===== src/gdt_pkg.sv =====
// ----------------------------------------------------------------------------
// gdt_pkg: graph traversal shared types
// Word formats, opcodes, register indexes, FSM states and datapath commands.
// ----------------------------------------------------------------------------
package gdt_pkg;

    localparam int VERTEX_W = 6;
    localparam int CFG_W    = 7;

    localparam logic [1:0] OP_ADD_EDGE = 2'd0;
    localparam logic [1:0] OP_RUN_DFS  = 2'd1;
    localparam logic [1:0] OP_RUN_BFS  = 2'd2;
    localparam logic [1:0] OP_UNUSED   = 2'd3;

    localparam logic CFG_VERTEX_COUNT   = 1'b0;
    localparam logic CFG_DELETED_VERTEX = 1'b1;

    localparam logic [CFG_W-1:0] VERTEX_COUNT_RST = 7'd64;
    localparam logic [CFG_W-1:0] DELETED_NONE     = 7'd64;

    typedef struct packed {
        logic [1:0]          opcode;
        logic [VERTEX_W-1:0] vertex_a;
        logic [VERTEX_W-1:0] vertex_b;
    } in_word_t;

    typedef struct packed {
        logic [VERTEX_W-1:0] vertex;
        logic                empty_res;
        logic                last;
    } out_word_t;

    typedef enum logic [3:0] {
        ST_IDLE,
        ST_EDGE_A,
        ST_EDGE_B,
        ST_DFS_SEEK,
        ST_DFS_EXPAND,
        ST_DFS_POP,
        ST_BFS_SEEK,
        ST_BFS_EXPAND,
        ST_BFS_ENQ,
        ST_BFS_DEQ
    } state_t;

    typedef enum logic [3:0] {
        CMD_NONE,
        CMD_ACCEPT,
        CMD_EDGE_A,
        CMD_EDGE_B,
        CMD_DFS_START,
        CMD_DFS_PUSH,
        CMD_DFS_POP,
        CMD_DFS_RESUME,
        CMD_BFS_START,
        CMD_BFS_EXPAND,
        CMD_BFS_ENQ,
        CMD_BFS_DEQ_REQ,
        CMD_BFS_DEQ,
        CMD_FINISH
    } cmd_t;

    typedef struct packed {
        logic edge_ok;      // both endpoints below the effective count
        logic left_zero;    // no unvisited active vertex remains
        logic nb_zero;      // fetched row has no unvisited active neighbor
        logic pend_zero;    // BFS neighbor set fully enqueued
        logic top_one;      // DFS stack holds a single entry
        logic queue_empty;  // BFS queue head caught up with tail
    } status_t;

endpackage


===== src/gdt_ctrl.sv =====
// ----------------------------------------------------------------------------
// gdt_ctrl: traversal sequencer
// Walks edge updates and DFS/BFS runs, issuing at most one datapath command a cycle.
// ----------------------------------------------------------------------------
module gdt_ctrl
    import gdt_pkg::*;
(
    input  logic     clk,
    input  logic     rst_n,
    input  logic     start,
    input  logic [1:0] opcode,
    input  status_t  status,
    output logic     busy,
    output cmd_t     cmd
);

    state_t state_reg;
    state_t state_next;

    always_ff @(posedge clk or negedge rst_n)
    begin
        if (!rst_n)
        begin
            state_reg <= ST_IDLE;
        end
        else
        begin
            state_reg <= state_next;
        end
    end

    always_comb
    begin
        state_next = state_reg;
        cmd        = CMD_NONE;
        case (state_reg)
            ST_IDLE:
            begin
                if (start)
                begin
                    cmd = CMD_ACCEPT;
                    case (opcode)
                        OP_ADD_EDGE: state_next = status.edge_ok ? ST_EDGE_A : ST_IDLE;
                        OP_RUN_DFS:  state_next = ST_DFS_SEEK;
                        OP_RUN_BFS:  state_next = ST_BFS_SEEK;
                        default:     state_next = ST_IDLE;
                    endcase
                end
            end
            ST_EDGE_A:
            begin
                cmd        = CMD_EDGE_A;
                state_next = ST_EDGE_B;
            end
            ST_EDGE_B:
            begin
                cmd        = CMD_EDGE_B;
                state_next = ST_IDLE;
            end
            ST_DFS_SEEK:
            begin
                if (status.left_zero)
                begin
                    cmd        = CMD_FINISH;
                    state_next = ST_IDLE;
                end
                else
                begin
                    cmd        = CMD_DFS_START;
                    state_next = ST_DFS_EXPAND;
                end
            end
            ST_DFS_EXPAND:
            begin
                if (!status.nb_zero)
                begin
                    cmd        = CMD_DFS_PUSH;
                    state_next = ST_DFS_EXPAND;
                end
                else
                begin
                    cmd        = CMD_DFS_POP;
                    state_next = status.top_one ? ST_DFS_SEEK : ST_DFS_POP;
                end
            end
            ST_DFS_POP:
            begin
                cmd        = CMD_DFS_RESUME;
                state_next = ST_DFS_EXPAND;
            end
            ST_BFS_SEEK:
            begin
                if (status.left_zero)
                begin
                    cmd        = CMD_FINISH;
                    state_next = ST_IDLE;
                end
                else
                begin
                    cmd        = CMD_BFS_START;
                    state_next = ST_BFS_EXPAND;
                end
            end
            ST_BFS_EXPAND:
            begin
                if (!status.nb_zero)
                begin
                    cmd        = CMD_BFS_EXPAND;
                    state_next = ST_BFS_ENQ;
                end
                else if (!status.queue_empty)
                begin
                    cmd        = CMD_BFS_DEQ_REQ;
                    state_next = ST_BFS_DEQ;
                end
                else
                begin
                    state_next = ST_BFS_SEEK;
                end
            end
            ST_BFS_ENQ:
            begin
                if (!status.pend_zero)
                begin
                    cmd        = CMD_BFS_ENQ;
                    state_next = ST_BFS_ENQ;
                end
                else if (!status.queue_empty)
                begin
                    cmd        = CMD_BFS_DEQ_REQ;
                    state_next = ST_BFS_DEQ;
                end
                else
                begin
                    state_next = ST_BFS_SEEK;
                end
            end
            ST_BFS_DEQ:
            begin
                cmd        = CMD_BFS_DEQ;
                state_next = ST_BFS_EXPAND;
            end
            default:
            begin
                state_next = ST_IDLE;
            end
        endcase
    end

    assign busy = (state_reg != ST_IDLE);

endmodule


===== config.mk =====
export PLATFORM = sky130hd
export DESIGN_NAME = gdt_ctrl
export DESIGN_NICKNAME = d
export VERILOG_FILES = /design/src/gdt_pkg.sv /design/src/gdt_ctrl.sv
export SDC_FILE = /design/constraint.sdc
export NUM_CORES = 1
export LEC_CHECK = 0
export BUFFER_PORTS_ARGS = -buffer_cell sky130_fd_sc_hd__clkbuf_2
export CORE_MARGIN = 2
export CORE_UTILIZATION = 29
export DETAILED_ROUTE_END_ITERATION = 6
export GPL_TIMING_DRIVEN = 0
export PLACE_DENSITY_LB_ADDON = 0.25
export SLEW_MARGIN = 10
export SYNTH_ARGS = -nofsm -noshare
export SYNTH_HDL_FRONTEND = slang
export SYNTH_SLANG_ARGS = --single-unit

===== constraint.sdc =====
create_clock -name clk -period 1.4 [get_ports clk]
set_input_delay 0.14 -clock clk [delete_from_list [all_inputs] [get_ports clk]]
set_output_delay 0.14 -clock clk [all_outputs]
set_load 0.005 [all_outputs]

* Word level (Yosys, flattened, before mapping) *
Cells that the tools add are included.

word-level totals
  bits in registers = 4

operators by class
  equal/unequal tests = 12
  muxes and demuxes = 19
  reduce and logical (&&, ||, !) cells = 3

operators by type and width
  cell                                                             count
  4-bit case mux with 10 select lines                              1
  4-bit case mux with 9 select lines                               1
  4-bit two-way mux                                                8
  4-bit by 3-bit == test with 1-bit output, second input constant  4
  3-bit two-way mux                                                5
  3-bit case mux with 3 select lines                               1
  4-bit by 2-bit == test with 1-bit output, second input constant  2
  4-bit == test, second input constant                             2
  4-bit by 1-bit == test with 1-bit output, second input constant  1
  4-bit logical NOT                                                1
  4-bit nonzero test                                               1
  2-bit by 1-bit == test with 1-bit output, second input constant  1
  2-bit == test, second input constant                             1
  2-bit logical NOT                                                1
  1-bit two-way mux                                                2
  2-bit two-way mux                                                1
  2-bit inequality test, second input constant                     1

* Depth between registers and ports, before layout *
  depth after elaboration = 4
  gate-level depth with buffers = 6
  depth with buffers taken out = 6

* Worst setup path before layout *
No wires, ideal clock.

  path kind = reg2out
  start = register state_reg[2]
  end = output port cmd[0]
  data arrival time = 1.084 ns
  data required time = 1.260 ns
  setup slack = 0.176 ns
  stages on the path, launching flop included = 6
  cell sequence = dfrtp_1 buf_4 nand2_2 a21o_1 a221oi_1 o32ai_1

on the way
  longest elaborated chain between the ends = 2
  elaborated cells between the ends (all ways) = 11
  those cells by class = eq/ne: 9; mux: 1; reduce/logical: 1

RTL lines
  element                                      RTL line        text
  from (decl)                                  gdt_ctrl.sv:17  state_t state_reg;
  from (signal assigned)                       gdt_ctrl.sv:28  state_reg <= state_next;
  4-bit == test, or another cell as far along  gdt_ctrl.sv:36  case (state_reg)
  4-bit case mux with 10 select lines *        gdt_ctrl.sv:36
  to (decl)                                    gdt_ctrl.sv:14  output cmd_t cmd

Mark *: on every way between the ends. The rest lies on a longest branch, timed or not.

* Worst setup path in the final report *
  start = register state_reg[0]
  end = output port cmd[1]

Same word-level chain as after synthesis.

==> flow_summary_export.csv <==
group,metric,value,unit
logic_synthesis,synth_cell_type_count,33,
sta,final_hold_slack,0.242,ns
routing,ant_nets,0,
cells_and_area,largest_register_ffs,4,
pwr,powerDensity,1920,nW/um^2
cells_and_area,finalInstanceArea,726,um^2
routing,routed_wirelength,1.50,mm
routing,drt_iter0_markers,19,
floorplanning,initial_util,30.6,%
critical_path,worst_setup_path_end_kind,"output pin",
clock_tree,root_buffer,"sky130_fd_sc_hd__clkbuf_4",
floorplanning,ios,16,
place,dp.final_hpwl,1.09,mm
routing,route.vias.total,623,
sta,slew_of_the_pin_with_the_lowest_slew_margin,0.263,ns
logic_synthesis,synth.avg_cell_area,7.26,um^2
global_routing,grt.met3_usage,5.88,%
global_routing,grt_remaining_overflow,0,
global_routing,antenna_violations_before_repair,0,
sta,rsz0062_at_grt,"yes",
sta,fin_skew,0.000198,ns
routing,first_pass_iters,4,
clock_tree,clock_sinks,4,
critical_path,max_stage_delay,0.36,ns
global_routing,grt-busiest-layer,"met2",
global_routing,groute.layer.met2.usage,26.7,%
run_status,outcome,"finished, violations left",
floorplanning,placementRows,15,
cells_and_area,finish.net_count,110,
run_status,failed_checks,"setup timing",
pwr,leakagePower,0.324,nW
sta,period_share,112,%
floorplanning,die_area,2160,um^2
pwr,vdd.ir_drop.worst,0.724,mV
logic_synthesis,yosys_most_used_dff,"sky130_fd_sc_hd__dfrtp_1",
cells_and_area,insertedDiodeCount,0,
clock_tree,cts.reportedPaths.clkPinSlew,0.04,ns
routing,detail_route.wl_per_cell,12.5,um
routing,vias_per_cell,5.19,
clock_tree,cts_tree,"yes",
critical_path,critical_path_required,1.26,ns
logic_synthesis,synth-seq-cells,4,
logic_synthesis,ys_seq_area_share,19.1,%
place,io_buffer_count,15,
global_routing,first_global_vias,558,
cells_and_area,drive_gt1_share,40.0,%
sta,finalSetupViolations,4,
critical_path,worst-path-max-fanout,8,
sta,timing.final.hold_violations,0,
sta,postLayoutSetupSlackWorst,-0.164,ns
place,replace_congestion,0.804,
logic_synthesis,yosys-top-cells-area,"sky130_fd_sc_hd__dfrtp_1, sky130_fd_sc_hd__nand2_1, sky130_fd_sc_hd__o21ai_0, sky130_fd_sc_hd__nor2_1, sky130_fd_sc_hd__a21oi_1",
critical_path,cp_slowest_cell,"sky130_fd_sc_hd__dfrtp_1",
pwr,finalPower,1.39,mW
logic_synthesis,synthArstFlopShare,100,%
logic_synthesis,netlist.top_cell.by_area,"sky130_fd_sc_hd__dfrtp_1",
clock_tree,worstSkewPairLatency,0.24,ns
place,place_area,629,um^2
clock_tree,cts_inserted_buffers,3,
logic_synthesis,synth_largest_type_area_fraction,19.1,%
place,place_ws,-0.0521,ns
logic_synthesis,synthesized_instance_count,72,
global_routing,global_route_wire_length_before_repair,2.57,mm
global_routing,globalRouteTotalUtil,17.7,%
cells_and_area,finalCoreUtilization,42.5,%
clock_tree,htree_num_levels,1,
global_routing,maximum_number_of_pins_on_one_net_before_global_route_repair,11,
floorplanning,fp.dieW,46.5,um
logic_synthesis,synth-edff-count,0,
routing,drc,0,
run,max_cap_violations,0,
floorplanning,fp.dieH,46.5,um
logic_synthesis,syn-num-nets,85,
sta,final-max-slew-violation-count,0,
floorplanning,core,1710,um^2
clock_tree,clock_tree.buffer_depth,2,
logic_synthesis,synth.yosys.warnings,0,
sta,shortest_period_the_worst_path_allows,1.56,ns
sta,max_freq,639,MHz
cells_and_area,area.growth.synth_to_final,38.8,%
critical_path,cp_data_arrival_time,1.42,ns
critical_path,crit_chain,"buf_6, nand2_1, nor2_1, o211ai_1, o221ai_1, clkbuf_2",
global_routing,gr-usage-met1,23.0,%
logic_synthesis,synth_area,523,um^2
sta,max-slew-margin-rel,82.2,%
critical_path,worstSetupPathType,"flop to output pin",
hold_path,path_class_of_the_lowest_slack_min_delay_path,"input port to async pin",
critical_path,startpoint_type,"flop",
cell usage in the layout (no fill, tap or decap), types with 2 or more instances in the layout:
master / n
sky130_fd_sc_hd__a21oi_1: 4
sky130_fd_sc_hd__a31oi_1: 2
sky130_fd_sc_hd__buf_2: 2
sky130_fd_sc_hd__buf_4: 4
sky130_fd_sc_hd__buf_6: 4
sky130_fd_sc_hd__clkbuf_2: 14
sky130_fd_sc_hd__clkbuf_4: 3
sky130_fd_sc_hd__dfrtp_1: 3
sky130_fd_sc_hd__ha_1: 2
sky130_fd_sc_hd__inv_1: 3
sky130_fd_sc_hd__nand2_1: 8
sky130_fd_sc_hd__nand2_2: 2
sky130_fd_sc_hd__nand3_1: 4
sky130_fd_sc_hd__nand3b_1: 2
sky130_fd_sc_hd__nor2_1: 5
sky130_fd_sc_hd__nor2_2: 3
sky130_fd_sc_hd__nor2b_1: 3
sky130_fd_sc_hd__o21ai_0: 5
sky130_fd_sc_hd__o32a_1: 2
through the flow:
stage	setup TNS, ns	std cells
finish	-0.522	120
global route	-0.965	120
CTS	-0.594	120
detailed placement	-0.0521	112
global placement	-0.0613	112
floorplan	0	72
where the power goes:
part	total (mW)	switching (mW)	internal, mW
registers	0.203	0.0438	0.159
clock network	0.145	0.0487	0.0960
logic	1.05	0.532	0.515
synthesized netlist by cell type, drive strengths merged (3+ instances only):
cell type  number
inv             3
nand3           4
nand2          10
buf             5
nor2b           3
a21oi           5
nor2            8
dfrtp           4
o21ai           6
metal layers:
metal	vias up	wire length, um
met1	287	660
li1	315	-
met5	-	0
met3	0	69
met2	21	773
met4	0	0
timing repair:
item / CTS / global route
resized for setup: 9 / 5
pin swaps: 5 / 2
hold buffers: 1 / 0
buffers inserted: 4 / 0
setup endpoints to repair: 5 / 7
hold endpoints to repair: 4 / 0
critical path: cells and delay by family, from the launching register on:
| kind | cells | cell delay (ns) |
|---|---|---|
| flops | 1 | 0.36 |
| compound gates | 2 | 0.38 |
| buf+inv | 2 | 0.28 |
| simple gates | 2 | 0.17 |
path summary, 6_finish.rpt:
| check | start | end | slack [ns] | depth (start not counted) |
|---|---|---|---|---|
| setup / recovery | state_reg[0] | cmd[1] | -0.16 | 6 |
| setup reg to reg | state_reg[2] | state_reg[1] | 0.07 | 5 |
| max in group asynchronous | rst_n | state_reg[1] | 1.03 | 2 |
| min in group clk | status[1] | state_reg[1] | 0.32 | 5 |
| hold / removal | rst_n | state_reg[0] | 0.24 | 2 |
| hold reg to reg | state_reg[3] | state_reg[3] | 0.69 | 3 |
kinds of logic (layout without fill, tap and decap cells):
family | Yosys count | in the layout | synth area share [%]
and+or+nand+nor | 31 | 31 | 30.6
adders and majority gates | 2 | 2 | 4.78
buffers and inverters | 8 | 31 | 9.09
AOI/OAI and AO/OA | 27 | 27 | 36.4
DFF | 4 | 4 | 19.1
area by class of cell:
cell class / instances / area [um^2]
fillers: 184 / 982
multi-input cells: 60 / 394
repair buffers: 20 / 119
flip-flops and latches: 4 / 101
plain buffers: 5 / 46.3
well taps: 25 / 31.3
clock buffers: 3 / 22.5
inverters: 3 / 11.3
Note: power is estimated with default switching activity, not from simulation.
